## src/bsa_pkg.sv

```systemverilog
// ----------------------------------------------------------------------------
// bsa_pkg
// Shared types and constants for the bitmap slot allocator.
// ----------------------------------------------------------------------------
package bsa_pkg;

    localparam int NUM_SLOTS_DEF = 64;
    localparam int ADDR_W        = 64;
    localparam int SHIFT_W       = 5;
    localparam int STATUS_W      = 2;
    localparam int CFG_IDX_W     = 4;

    localparam logic [CFG_IDX_W-1:0] REG_BASE_ADDRESS = 4'd0;
    localparam logic [CFG_IDX_W-1:0] REG_SLOT_SHIFT   = 4'd1;

    localparam logic [SHIFT_W-1:0] SLOT_SHIFT_RESET = 5'd16;

    localparam logic [STATUS_W-1:0] STATUS_OK       = 2'd0;
    localparam logic [STATUS_W-1:0] STATUS_FULL     = 2'd1;
    localparam logic [STATUS_W-1:0] STATUS_BAD_ADDR = 2'd2;

    localparam logic CMD_FREE  = 1'b0;
    localparam logic CMD_ALLOC = 1'b1;

    typedef struct packed {
        logic              command;
        logic [ADDR_W-1:0] free_address;
    } req_t;

    typedef struct packed {
        logic [ADDR_W-1:0]   slot_address;
        logic [STATUS_W-1:0] status;
    } rsp_t;

    // broadcast to every cell of the row
    typedef struct packed {
        logic set;   // mark addressed slot used and drop the scan token there
        logic clr;   // mark addressed slot free
        logic scan;  // token moves one cell up
    } cell_ctrl_t;

    typedef enum logic [2:0] {
        ST_IDLE,
        ST_EXEC,
        ST_FREE,
        ST_SCAN,
        ST_POST
    } state_t;

endpackage

```

## src/bitmap_slot_allocator.sv

```systemverilog
// ----------------------------------------------------------------------------
// bitmap_slot_allocator
// Fixed-size slot allocator over a used bitmap with a lowest-free hint.
// ----------------------------------------------------------------------------
// One request is worked on at a time. A free passes through the address
// subtract, then the shift and range check, then the output load. An allocate
// scans, before the output load, from the allocated slot to the next free one,
// or to the last slot when none above is free: the scan token moves one cell
// of the slot chain per cycle to find the new hint. An allocate on a full
// region skips the scan. s_ready returns in the cycle after the output load,
// so the next request is taken only after the previous result is loaded. The
// bitmap is held in the cells and cleared by reset. The next request is taken
// while a result still waits at m_.
// ----------------------------------------------------------------------------
module bitmap_slot_allocator #(
    parameter int NUM_SLOTS = bsa_pkg::NUM_SLOTS_DEF
) (
    input  logic                            aclk,
    input  logic                            aresetn,
    input  logic                            s_valid,
    output logic                            s_ready,
    input  bsa_pkg::req_t                   s_data,
    output logic                            m_valid,
    input  logic                            m_ready,
    output bsa_pkg::rsp_t                   m_data,
    input  logic                            cfg_wr_en,
    input  logic [bsa_pkg::CFG_IDX_W-1:0]   cfg_index,
    input  logic [bsa_pkg::ADDR_W-1:0]      cfg_wr_data
);

    localparam int IDX_W  = $clog2(NUM_SLOTS);
    localparam int HINT_W = $clog2(NUM_SLOTS + 1);
    localparam int AW     = bsa_pkg::ADDR_W;

    bsa_pkg::state_t state_reg, state_next;

    logic [AW-1:0]                  base_reg;
    logic [bsa_pkg::SHIFT_W-1:0]    shift_reg;
    logic [HINT_W-1:0]              hint_reg, hint_next;
    logic [IDX_W-1:0]               scan_idx_reg, scan_idx_next;
    logic                           cmd_reg;
    logic [AW-1:0]                  addr_reg;
    logic [AW-1:0]                  diff_reg, diff_next;
    logic                           below_reg, below_next;
    logic [AW-1:0]                  res_addr_reg, res_addr_next;
    logic [bsa_pkg::STATUS_W-1:0]   res_status_reg, res_status_next;
    logic                           m_valid_reg, m_valid_next;
    bsa_pkg::rsp_t                  m_data_reg, m_data_next;

    bsa_pkg::cell_ctrl_t            ctrl;
    logic [IDX_W-1:0]               cell_idx;
    logic                           found;

    logic                           full;
    logic                           out_free;
    logic                           scan_end;
    logic [AW-1:0]                  idx_wide;
    logic                           bad_addr;

    assign full     = (hint_reg == HINT_W'(NUM_SLOTS));
    assign out_free = !m_valid_reg || m_ready;
    assign scan_end = (scan_idx_reg == IDX_W'(NUM_SLOTS - 1));
    assign idx_wide = diff_reg >> shift_reg;
    assign bad_addr = below_reg || (idx_wide >= AW'(NUM_SLOTS));

    assign s_ready  = (state_reg == bsa_pkg::ST_IDLE);

    bsa_cell_row #(
        .NUM_SLOTS (NUM_SLOTS),
        .IDX_W     (IDX_W)
    ) u_row (
        .aclk    (aclk),
        .aresetn (aresetn),
        .ctrl    (ctrl),
        .idx     (cell_idx),
        .found   (found)
    );

    // next state
    always_comb begin
        state_next = state_reg;
        unique case (state_reg)
            bsa_pkg::ST_IDLE: begin
                if (s_valid) begin
                    state_next = bsa_pkg::ST_EXEC;
                end
            end
            bsa_pkg::ST_EXEC: begin
                if (cmd_reg == bsa_pkg::CMD_FREE) begin
                    state_next = bsa_pkg::ST_FREE;
                end else if (full) begin
                    state_next = bsa_pkg::ST_POST;
                end else begin
                    state_next = bsa_pkg::ST_SCAN;
                end
            end
            bsa_pkg::ST_FREE: begin
                state_next = bsa_pkg::ST_POST;
            end
            bsa_pkg::ST_SCAN: begin
                if (found || scan_end) begin
                    state_next = bsa_pkg::ST_POST;
                end
            end
            bsa_pkg::ST_POST: begin
                if (out_free) begin
                    state_next = bsa_pkg::ST_IDLE;
                end
            end
            default: state_next = bsa_pkg::ST_IDLE;
        endcase
    end

    // outputs and datapath
    always_comb begin
        ctrl            = '0;
        cell_idx        = hint_reg[IDX_W-1:0];
        hint_next       = hint_reg;
        scan_idx_next   = scan_idx_reg;
        diff_next       = diff_reg;
        below_next      = below_reg;
        res_addr_next   = res_addr_reg;
        res_status_next = res_status_reg;
        m_valid_next    = m_valid_reg && !m_ready;
        m_data_next     = m_data_reg;
        unique case (state_reg)
            bsa_pkg::ST_IDLE: begin
            end
            bsa_pkg::ST_EXEC: begin
                diff_next       = addr_reg - base_reg;
                below_next      = (addr_reg < base_reg);
                res_addr_next   = '0;
                res_status_next = bsa_pkg::STATUS_OK;
                if (cmd_reg == bsa_pkg::CMD_ALLOC) begin
                    if (full) begin
                        res_status_next = bsa_pkg::STATUS_FULL;
                    end else begin
                        ctrl.set      = 1'b1;
                        scan_idx_next = hint_reg[IDX_W-1:0];
                        res_addr_next = base_reg + (AW'(hint_reg) << shift_reg);
                    end
                end
            end
            bsa_pkg::ST_FREE: begin
                cell_idx = idx_wide[IDX_W-1:0];
                if (bad_addr) begin
                    res_status_next = bsa_pkg::STATUS_BAD_ADDR;
                end else begin
                    ctrl.clr = 1'b1;
                    if (HINT_W'(idx_wide[IDX_W-1:0]) < hint_reg) begin
                        hint_next = HINT_W'(idx_wide[IDX_W-1:0]);
                    end
                end
            end
            bsa_pkg::ST_SCAN: begin
                if (found) begin
                    hint_next = HINT_W'(scan_idx_reg);
                end else if (scan_end) begin
                    hint_next = HINT_W'(NUM_SLOTS);
                end else begin
                    ctrl.scan     = 1'b1;
                    scan_idx_next = scan_idx_reg + 1'b1;
                end
            end
            bsa_pkg::ST_POST: begin
                if (out_free) begin
                    m_valid_next             = 1'b1;
                    m_data_next.slot_address = res_addr_reg;
                    m_data_next.status       = res_status_reg;
                end
            end
            default: begin
            end
        endcase
    end

    always_ff @(posedge aclk) begin
        if (!aresetn) begin
            state_reg    <= bsa_pkg::ST_IDLE;
            hint_reg     <= '0;
            m_valid_reg  <= 1'b0;
            base_reg     <= '0;
            shift_reg    <= bsa_pkg::SLOT_SHIFT_RESET;
        end else begin
            state_reg    <= state_next;
            hint_reg     <= hint_next;
            m_valid_reg  <= m_valid_next;
            if (cfg_wr_en) begin
                case (cfg_index)
                    bsa_pkg::REG_BASE_ADDRESS: base_reg  <= cfg_wr_data;
                    bsa_pkg::REG_SLOT_SHIFT:   shift_reg <= cfg_wr_data[bsa_pkg::SHIFT_W-1:0];
                    default: begin
                    end
                endcase
            end
        end
    end

    always_ff @(posedge aclk) begin
        if (s_valid && s_ready) begin
            cmd_reg  <= s_data.command;
            addr_reg <= s_data.free_address;
        end
        scan_idx_reg   <= scan_idx_next;
        diff_reg       <= diff_next;
        below_reg      <= below_next;
        res_addr_reg   <= res_addr_next;
        res_status_reg <= res_status_next;
        m_data_reg     <= m_data_next;
    end

    assign m_valid = m_valid_reg;
    assign m_data  = m_data_reg;

endmodule

```

## src/bsa_cell.sv

```systemverilog
// ----------------------------------------------------------------------------
// bsa_cell
// One slot: its used bit and a scan token passed on to the next cell.
// ----------------------------------------------------------------------------
module bsa_cell #(
    parameter int IDX_W      = 6,
    parameter int CELL_INDEX = 0
) (
    input  logic                aclk,
    input  logic                aresetn,
    input  bsa_pkg::cell_ctrl_t ctrl,
    input  logic [IDX_W-1:0]    idx,
    input  logic                token_in,
    output logic                token_out,
    output logic                hit_free
);

    logic used_reg, used_next;
    logic token_reg, token_next;
    logic sel;

    assign sel = (idx == IDX_W'(CELL_INDEX));

    always_comb begin
        used_next = used_reg;
        if (ctrl.set && sel) begin
            used_next = 1'b1;
        end else if (ctrl.clr && sel) begin
            used_next = 1'b0;
        end
    end

    always_comb begin
        if (ctrl.set) begin
            token_next = sel;
        end else if (ctrl.scan) begin
            token_next = token_in;
        end else begin
            token_next = 1'b0;
        end
    end

    always_ff @(posedge aclk) begin
        if (!aresetn) begin
            used_reg  <= 1'b0;
            token_reg <= 1'b0;
        end else begin
            used_reg  <= used_next;
            token_reg <= token_next;
        end
    end

    assign token_out = token_reg;
    assign hit_free  = token_reg & ~used_reg;

endmodule

```

## src/bsa_cell_row.sv

```systemverilog
// ----------------------------------------------------------------------------
// bsa_cell_row
// Chain of slot cells; reports when the scan token sits on a free slot.
// ----------------------------------------------------------------------------
module bsa_cell_row #(
    parameter int NUM_SLOTS = bsa_pkg::NUM_SLOTS_DEF,
    parameter int IDX_W     = $clog2(NUM_SLOTS)
) (
    input  logic                aclk,
    input  logic                aresetn,
    input  bsa_pkg::cell_ctrl_t ctrl,
    input  logic [IDX_W-1:0]    idx,
    output logic                found
);

    logic [NUM_SLOTS:0]   token;
    logic [NUM_SLOTS-1:0] hit;

    assign token[0] = 1'b0;

    for (genvar i = 0; i < NUM_SLOTS; i++) begin : g_cell
        bsa_cell #(
            .IDX_W      (IDX_W),
            .CELL_INDEX (i)
        ) u_cell (
            .aclk      (aclk),
            .aresetn   (aresetn),
            .ctrl      (ctrl),
            .idx       (idx),
            .token_in  (token[i]),
            .token_out (token[i+1]),
            .hit_free  (hit[i])
        );
    end

    assign found = |hit;

endmodule

```

## config.mk

```make
export PLATFORM = sky130hd
export DESIGN_NAME = bitmap_slot_allocator
export DESIGN_NICKNAME = d
export VERILOG_FILES = /design/src/bsa_pkg.sv /design/src/bitmap_slot_allocator.sv /design/src/bsa_cell.sv /design/src/bsa_cell_row.sv
export SDC_FILE = /design/constraint.sdc
export NUM_CORES = 1
export LEC_CHECK = 0
export BUFFER_PORTS_ARGS = -buffer_cell sky130_fd_sc_hd__buf_4
export CAP_MARGIN = 20
export CORE_MARGIN = 4
export CORE_UTILIZATION = 40
export CTS_BUF_LIST = sky130_fd_sc_hd__clkbuf_4 sky130_fd_sc_hd__clkbuf_8
export DETAILED_ROUTE_END_ITERATION = 10
export GPL_TIMING_DRIVEN = 0
export SYNTH_ARGS = -nofsm -noshare
export SYNTH_HDL_FRONTEND = slang
export SYNTH_SLANG_ARGS = --single-unit
```

## constraint.sdc

```tcl
create_clock -name aclk -period 6.4 [get_ports aclk]
set_input_delay 1.28 -clock aclk [delete_from_list [all_inputs] [get_ports aclk]]
set_output_delay 1.28 -clock aclk [all_outputs]
set_load 0.02 [all_outputs]
```

After elaboration in Yosys (flattened, before gate mapping)

Cells that the tools add are included.

Reductions and logical operators: 215
Bitwise gates (word level): 129
Muxes and demuxes: 285
Equality and inequality tests: 81
Shift operators: 2
$mul: 0
Magnitude comparators: 3
Add/sub/neg operators: 3
Div/mod/pow operators: 0

Operator list:

| operator                                              | number |
|---|---|
| 2-to-1 mux 1 bit                                      | 266 |
| equality test 6 bit (second input constant)           | 33 |
| nonzero test 2 bit                                    | 67 |
| logical AND 1 bit                                     | 130 |
| equality test 6 x 5 -> 1 bit (second input constant)  | 16 |
| NOT 1 bit                                             | 65 |
| adder 64 bit                                          | 1 |
| AND 1 bit                                             | 64 |
| >= comparator 64 x 7 -> 1 bit (second input constant) | 1 |
| less-than comparator 64 bit                           | 1 |
| OR reduction 64 bit                                   | 1 |
| left shift 7 x 5 -> 64 bit                            | 1 |
| right shift 64 x 5 -> 64 bit                          | 1 |
| subtractor 64 bit                                     | 1 |
| equality test 6 x 4 -> 1 bit (second input constant)  | 8 |
| 2-to-1 mux 6 bit                                      | 5 |
| 2-to-1 mux 7 bit                                      | 4 |
| equality test 6 x 3 -> 1 bit (second input constant)  | 4 |
| != test 2 bit (second input constant)                 | 10 |
| 2-to-1 mux 3 bit                                      | 5 |
| case mux 3 bit (5 select lines)                       | 1 |
| case mux 7 bit (2 select lines)                       | 1 |
| equality test 6 x 2 -> 1 bit (second input constant)  | 2 |
| case mux 6 bit (2 select lines)                       | 1 |
| other kinds (21)                                      | 29 |

Memories: 0
Bits of input ports: 138
RAM bits: 0
Bits in latches: 0
Register bits: 476
Output and inout port bits: 68
Word-level logic and storage cells: 860
Memory bits (read-only): 0

Depth between registers and ports, before layout

Word-level depth: 8
Gate-level depth with buffers: 24
Depth with buffers taken out: 17

Hierarchy

From an unflattened synthesis, not the netlist that was laid out.

Cells, all modules: 3017
Area, all modules: 28663.7 µm²

By module, submodules not included:

| module                                  | instances | seq. area each (µm²) | cells each | area an instance (µm²) |
|---|---|---|---|---|
| bitmap_slot_allocator                   | 1         | 9649.3               | 2236       | 21613.2 |
| bsa_cell at u_row.g_cell[12].u_cell ... | 18        | 40.0                 | 12         | 113.9 |
| bsa_cell at u_row.g_cell[0].u_cell ...  | 20        | 40.0                 | 12         | 101.3 |
| bsa_cell at u_row.g_cell[11].u_cell ... | 8         | 40.0                 | 12         | 103.8 |
| bsa_cell at u_row.g_cell[16].u_cell ... | 4         | 40.0                 | 12         | 122.6 |
| bsa_cell at u_row.g_cell[10].u_cell ... | 4         | 40.0                 | 11         | 116.4 |
| bsa_cell at u_row.g_cell[28].u_cell ... | 4         | 40.0                 | 12         | 111.4 |
| bsa_cell at u_row.g_cell[61].u_cell ... | 3         | 40.0                 | 12         | 96.3 |
| bsa_cell_row                            | 1         | 0.0                  | 22         | 142.6 |
| bsa_cell at u_row.g_cell[51].u_cell     | 1         | 40.0                 | 10         | 105.1 |
| bsa_cell at u_row.g_cell[60].u_cell     | 1         | 40.0                 | 11         | 103.8 |
| bsa_cell at u_row.g_cell[3].u_cell      | 1         | 40.0                 | 10         | 101.3 |

Worst setup path after synthesis

OpenSTA, ideal clock, no wires.

Path kind: input to register
Start point: input port m_ready
End point: register m_data_reg, in the netlist m_data[0], enable pin
Library setup time: 0.572 ns
Required time: 5.828 ns
Setup slack: -0.024 ns
Path buffers: 0
Stages on the path: 2
Data arrival time: 5.852 ns
Cells stage by stage: nor2b_1 > nor3_1

Cells in the longest elaborated chain, start to end: 2

RTL lines:

| item                          | line                         | source |
|---|---|---|
| from (decl)                   | bitmap_slot_allocator.sv:24  | `input logic m_ready,` |
| logical OR 1 bit              | bitmap_slot_allocator.sv:61  | `assign out_free = !m_valid_reg \|\| m_ready;` |
| AND reduction 2 bit (no line) | n/a                          |  |
| to (signal assigned)          | bitmap_slot_allocator.sv:209 | `m_data_reg <= m_data_next;` |
| to (decl)                     | bitmap_slot_allocator.sv:48  | `bsa_pkg::rsp_t m_data_reg, m_data_next;` |

Every way passes these cells.
A chain may end at the register's enable or synchronous reset.

Worst setup path after layout

Start point: register shift_reg[1] (netlist bit)
End point: register res_addr_reg[30] (data pin)

Cells in the longest elaborated chain, start to end: 2

RTL lines:

| item                       | line                         | source |
|---|---|---|
| from (decl)                | bitmap_slot_allocator.sv:38  | `logic [bsa_pkg::SHIFT_W-1:0] shift_reg;` |
| from (signal assigned)     | bitmap_slot_allocator.sv:183 | `shift_reg <= bsa_pkg::SLOT_SHIFT_RESET;` |
| from (signal assigned)     | bitmap_slot_allocator.sv:191 | `bsa_pkg::REG_SLOT_SHIFT: shift_reg <= cfg_wr_data[bsa_pkg::SHIFT_W-1:0];` |
| left shift 7 x 5 -> 64 bit | bitmap_slot_allocator.sv:140 | `res_addr_next = base_reg + (AW'(hint_reg) << shift_reg);` |
| adder 64 bit               | bitmap_slot_allocator.sv:140 |  |
| to (signal assigned)       | bitmap_slot_allocator.sv:207 | `res_addr_reg <= res_addr_next;` |
| to (decl)                  | bitmap_slot_allocator.sv:45  | `logic [AW-1:0] res_addr_reg, res_addr_next;` |

Every way passes these cells.

==> flow_summary.toml <==
[outcome]
status = "complete, no violations"

[floorplan]
die_x_um = 268
dieArea_um2 = 71600
rows = 94
die_h_um = 268
core-area_um2 = 66200
num_io_pins = 206
start_util_pct = 40.7

[logic_synthesis]
synthArstFlopShare_pct = 0
yosysWarnings = 0
seq_area_frac_synth_pct = 45.3
ys_ff_latch = 476
postSynthCellCount = 2890
synth_flop_cell = "edfxtp_1"
synth_nets = 3138
netlist.area_leader.share_pct = 29.9
synth_top_cell_by_area = "edfxtp_1"
synth_cell_type_count = 88
synth_area_leaders = "edfxtp_1, dfxtp_1, nand2_1"
syn-cell-area_um2 = 26900
avgSynthCellArea_um2 = 9.32
synth_commonest_cells = "nand2_1, a21oi_1, edfxtp_1, nor2_1, dfxtp_1"
synth_edf_count = 268
yosysMostFrequentCell = "nand2_1"

[critical_path]
regToRegSetupSlack_ps = 250
r2r_cells = 22
r2r-end = "res_addr_reg[30]$_SDFFCE_PP0P_"
arrival_ps = 6560
path_class = "flip-flop to flip-flop"
required_ps = 6820
setup.worst_path.end_class = "flip-flop"
worstSetupStartpointType = "flip-flop"
reg2reg_from = "shift_reg[1]$_SDFFE_PN0P_"
worst-path-max-fanout = 10

[detailed_routing]
ant_nets = 0
num_vias = 24297
drcViolationCount = 0
dr.pass1.iters = 6
wl_per_cell_um = 24.7
first_iter_violations = 2426
drt_wl_total_mm = 102
via_per_inst = 5.88

[sta]
slew_headroom_pct = 23.5
worst_pin_slew_ps = 1140
finalClockSkew_ps = 41.7
worst_slack_ps = 253
rsz0062_at_grt = "no"
setup_viol = 0
slew_viol_final = 0
min_period_over_period_pct = 96.0
holdWs_ps = 416
max_freq_mhz = 163
hold_viol_final = 0
min_period_ps = 6150

[placement]
dp.cells = 3967
io_buffers = 205
dpl.hpwl_mm = 78.1
pre_cts_ws_ps = -727
gp_routability_congestion = 1.01

[global_route]
antenna_found_initial = 4
grt_pass1_wl_mm = 150
grt_pass1_vias = 23711
grt_max_degree = 78
grt.total_usage_pct = 27.7
grt-ovfl-total = 0

[final_layout]
largest_register_ffs = 66
fin_nets = 3440
drive_above_1_share_pct = 15.4
fillers = 6310
syn2layout_area_growth_pct = 17.6
instances_no_fill = 4130

[clock_tree]
cts_max_level = 3
clk_latency_ps = 720
cts_buffer_depth = 3
clk_pin_slew_ps = 60
cts_tree = "done"
hold_buffers = 0
cts-root-buf = "clkbuf_8"
numCtsBuffers = 85
cts_sinks = 476

[min_path]
holdCritStartpoint = "res_addr_reg[0]$_SDFFCE_PP0P_"
whs_endpoint = "m_data[2]$_DFFE_PP_"
holdPathStages = 0
hp-class = "flip-flop to flip-flop"

[power_and_ir_drop]
swShare_pct = 28.8
ir_drop_uv = 169
pwr_density_cell_nw_per_um2 = 246
internal_power_mw = 5.55
p_clk_share_pct = 39.4
switchingPower_mw = 2.24
leakage_nw = 11.4
share_seq_of_total_power_pct = 46.0
p_total_mw = 7.79
p_comb_share_pct = 14.6

[job]
cap_violations = 0
placed cells by master, fill, tap and decap left out, types with 39 or more instances in the layout:
| master | count |
|---|---|
| a21o_1 | 57 |
| a21oi_1 | 286 |
| buf_4 | 214 |
| clkbuf_1 | 106 |
| clkbuf_8 | 95 |
| dfxtp_1 | 208 |
| edfxtp_1 | 268 |
| ha_1 | 108 |
| inv_1 | 178 |
| mux2i_1 | 86 |
| mux4_2 | 39 |
| nand2_1 | 427 |
| nand3_1 | 60 |
| nor2_1 | 223 |
| nor3_1 | 45 |
| o21ai_0 | 100 |
| o22ai_1 | 40 |
| xnor2_1 | 43 |
| xor2_1 | 42 |
kinds of logic after synthesis:
group                      share of synthesized area, %
adders and majority gates                          5.16
buffers and inverters                              4.91
AOI/OAI and AO/OA                                  18.9
DFF                                                45.3
xor gates and xnor gates                           2.76
and+or+nand+nor                                    15.6
muxes                                              7.37
metrics by stage:
stage                     setup TNS (ps)  cell area, um2  util, %
final                                  0           31700     47.8
after global routing                   0           31700     47.8
after CTS                              0           31600     47.8
after detailed placement          -14690           29800     45.0
after global placement            -43220           29600     44.7
after floorplan                        0           26900        -
worst max-delay path, cell delays in order, from the launching register on:
cell and delay (ps):
dfxtp_1 440, buf_6 210, buf_6 200, buf_6 190, buf_4 260, buf_6 200, buf_2 320, clkbuf_2 300
mux2i_1 290, mux2i_1 160, a21oi_1 370, mux2i_1 160, and2_1 210, ha_1 360, a31o_2 280, a21o_1 170
nand3_1 90, and2_1 300, a21oi_1 160, o21ai_2 340, clkbuf_4 330, xor2_1 380, nor2_1 120
how the worst max path moves through the flow:
stage	from	to	cells past startpoint
final	shift_reg[1]$_SDFFE_PN0P_	res_addr_reg[30]$_SDFFCE_PP0P_	22
after CTS	shift_reg[1]$_SDFFE_PN0P_	res_addr_reg[57]$_SDFFCE_PP0P_	21
after global placement	shift_reg[2]$_SDFFE_PN0P_	res_addr_reg[49]$_SDFFCE_PP0P_	18
after global routing	shift_reg[1]$_SDFFE_PN0P_	res_addr_reg[30]$_SDFFCE_PP0P_	23
after floorplan	shift_reg[1]$_SDFFE_PN0P_	res_addr_reg[47]$_SDFFCE_PP0P_	22
after detailed placement	shift_reg[2]$_SDFFE_PN0P_	res_addr_reg[30]$_SDFFCE_PP0P_	18
per-layer routing:
| metal | wire [um] | share of wire, % | up-vias | track usage, % |
|---|---|---|---|---|
| li1 | - | - | 11169 | - |
| met1 | 43500 | 43 | 11765 | 37.8 |
| met2 | 46100 | 45 | 1114 | 44.0 |
| met3 | 8140 | 8.0 | 245 | 5.48 |
| met4 | 4070 | 4.0 | 4 | 10.1 |
| met5 | 30 | 0.029 | - | 0 |
layout make-up:
cell class                 count  area [um2]  area share [%]
tap                          864        1080            3.41
sequential                   476       12200            38.5
timing repair buffer         217        1730            5.47
buffer                       144         637            2.01
antenna                        3        7.51          0.0237
multi-input combinational   2086       13500            42.6
inverter                     182         688            2.17
clock inverter                34         289           0.912
clock buffer                 124        1530            4.81
power groups by stage:
stage                     clock network [mW]  logic [mW]  registers (mW)
after global routing                    3.27        1.24            3.59
after CTS                               3.13        1.13            3.58
after detailed placement                   0        1.12            3.64
final                                   3.07        1.14            3.58
after global placement                     0        1.08            3.67
after floorplan                            0       0.675            3.62
what timing repair did:
item | 4_1_cts | 5_1_grt
gates resized for setup | 7 | 16
buffers inserted | 1 | 3
endpoints found under the setup margin | 28 | 35
pin swaps | 1 | 2
(Power assumes the default switching activity.)
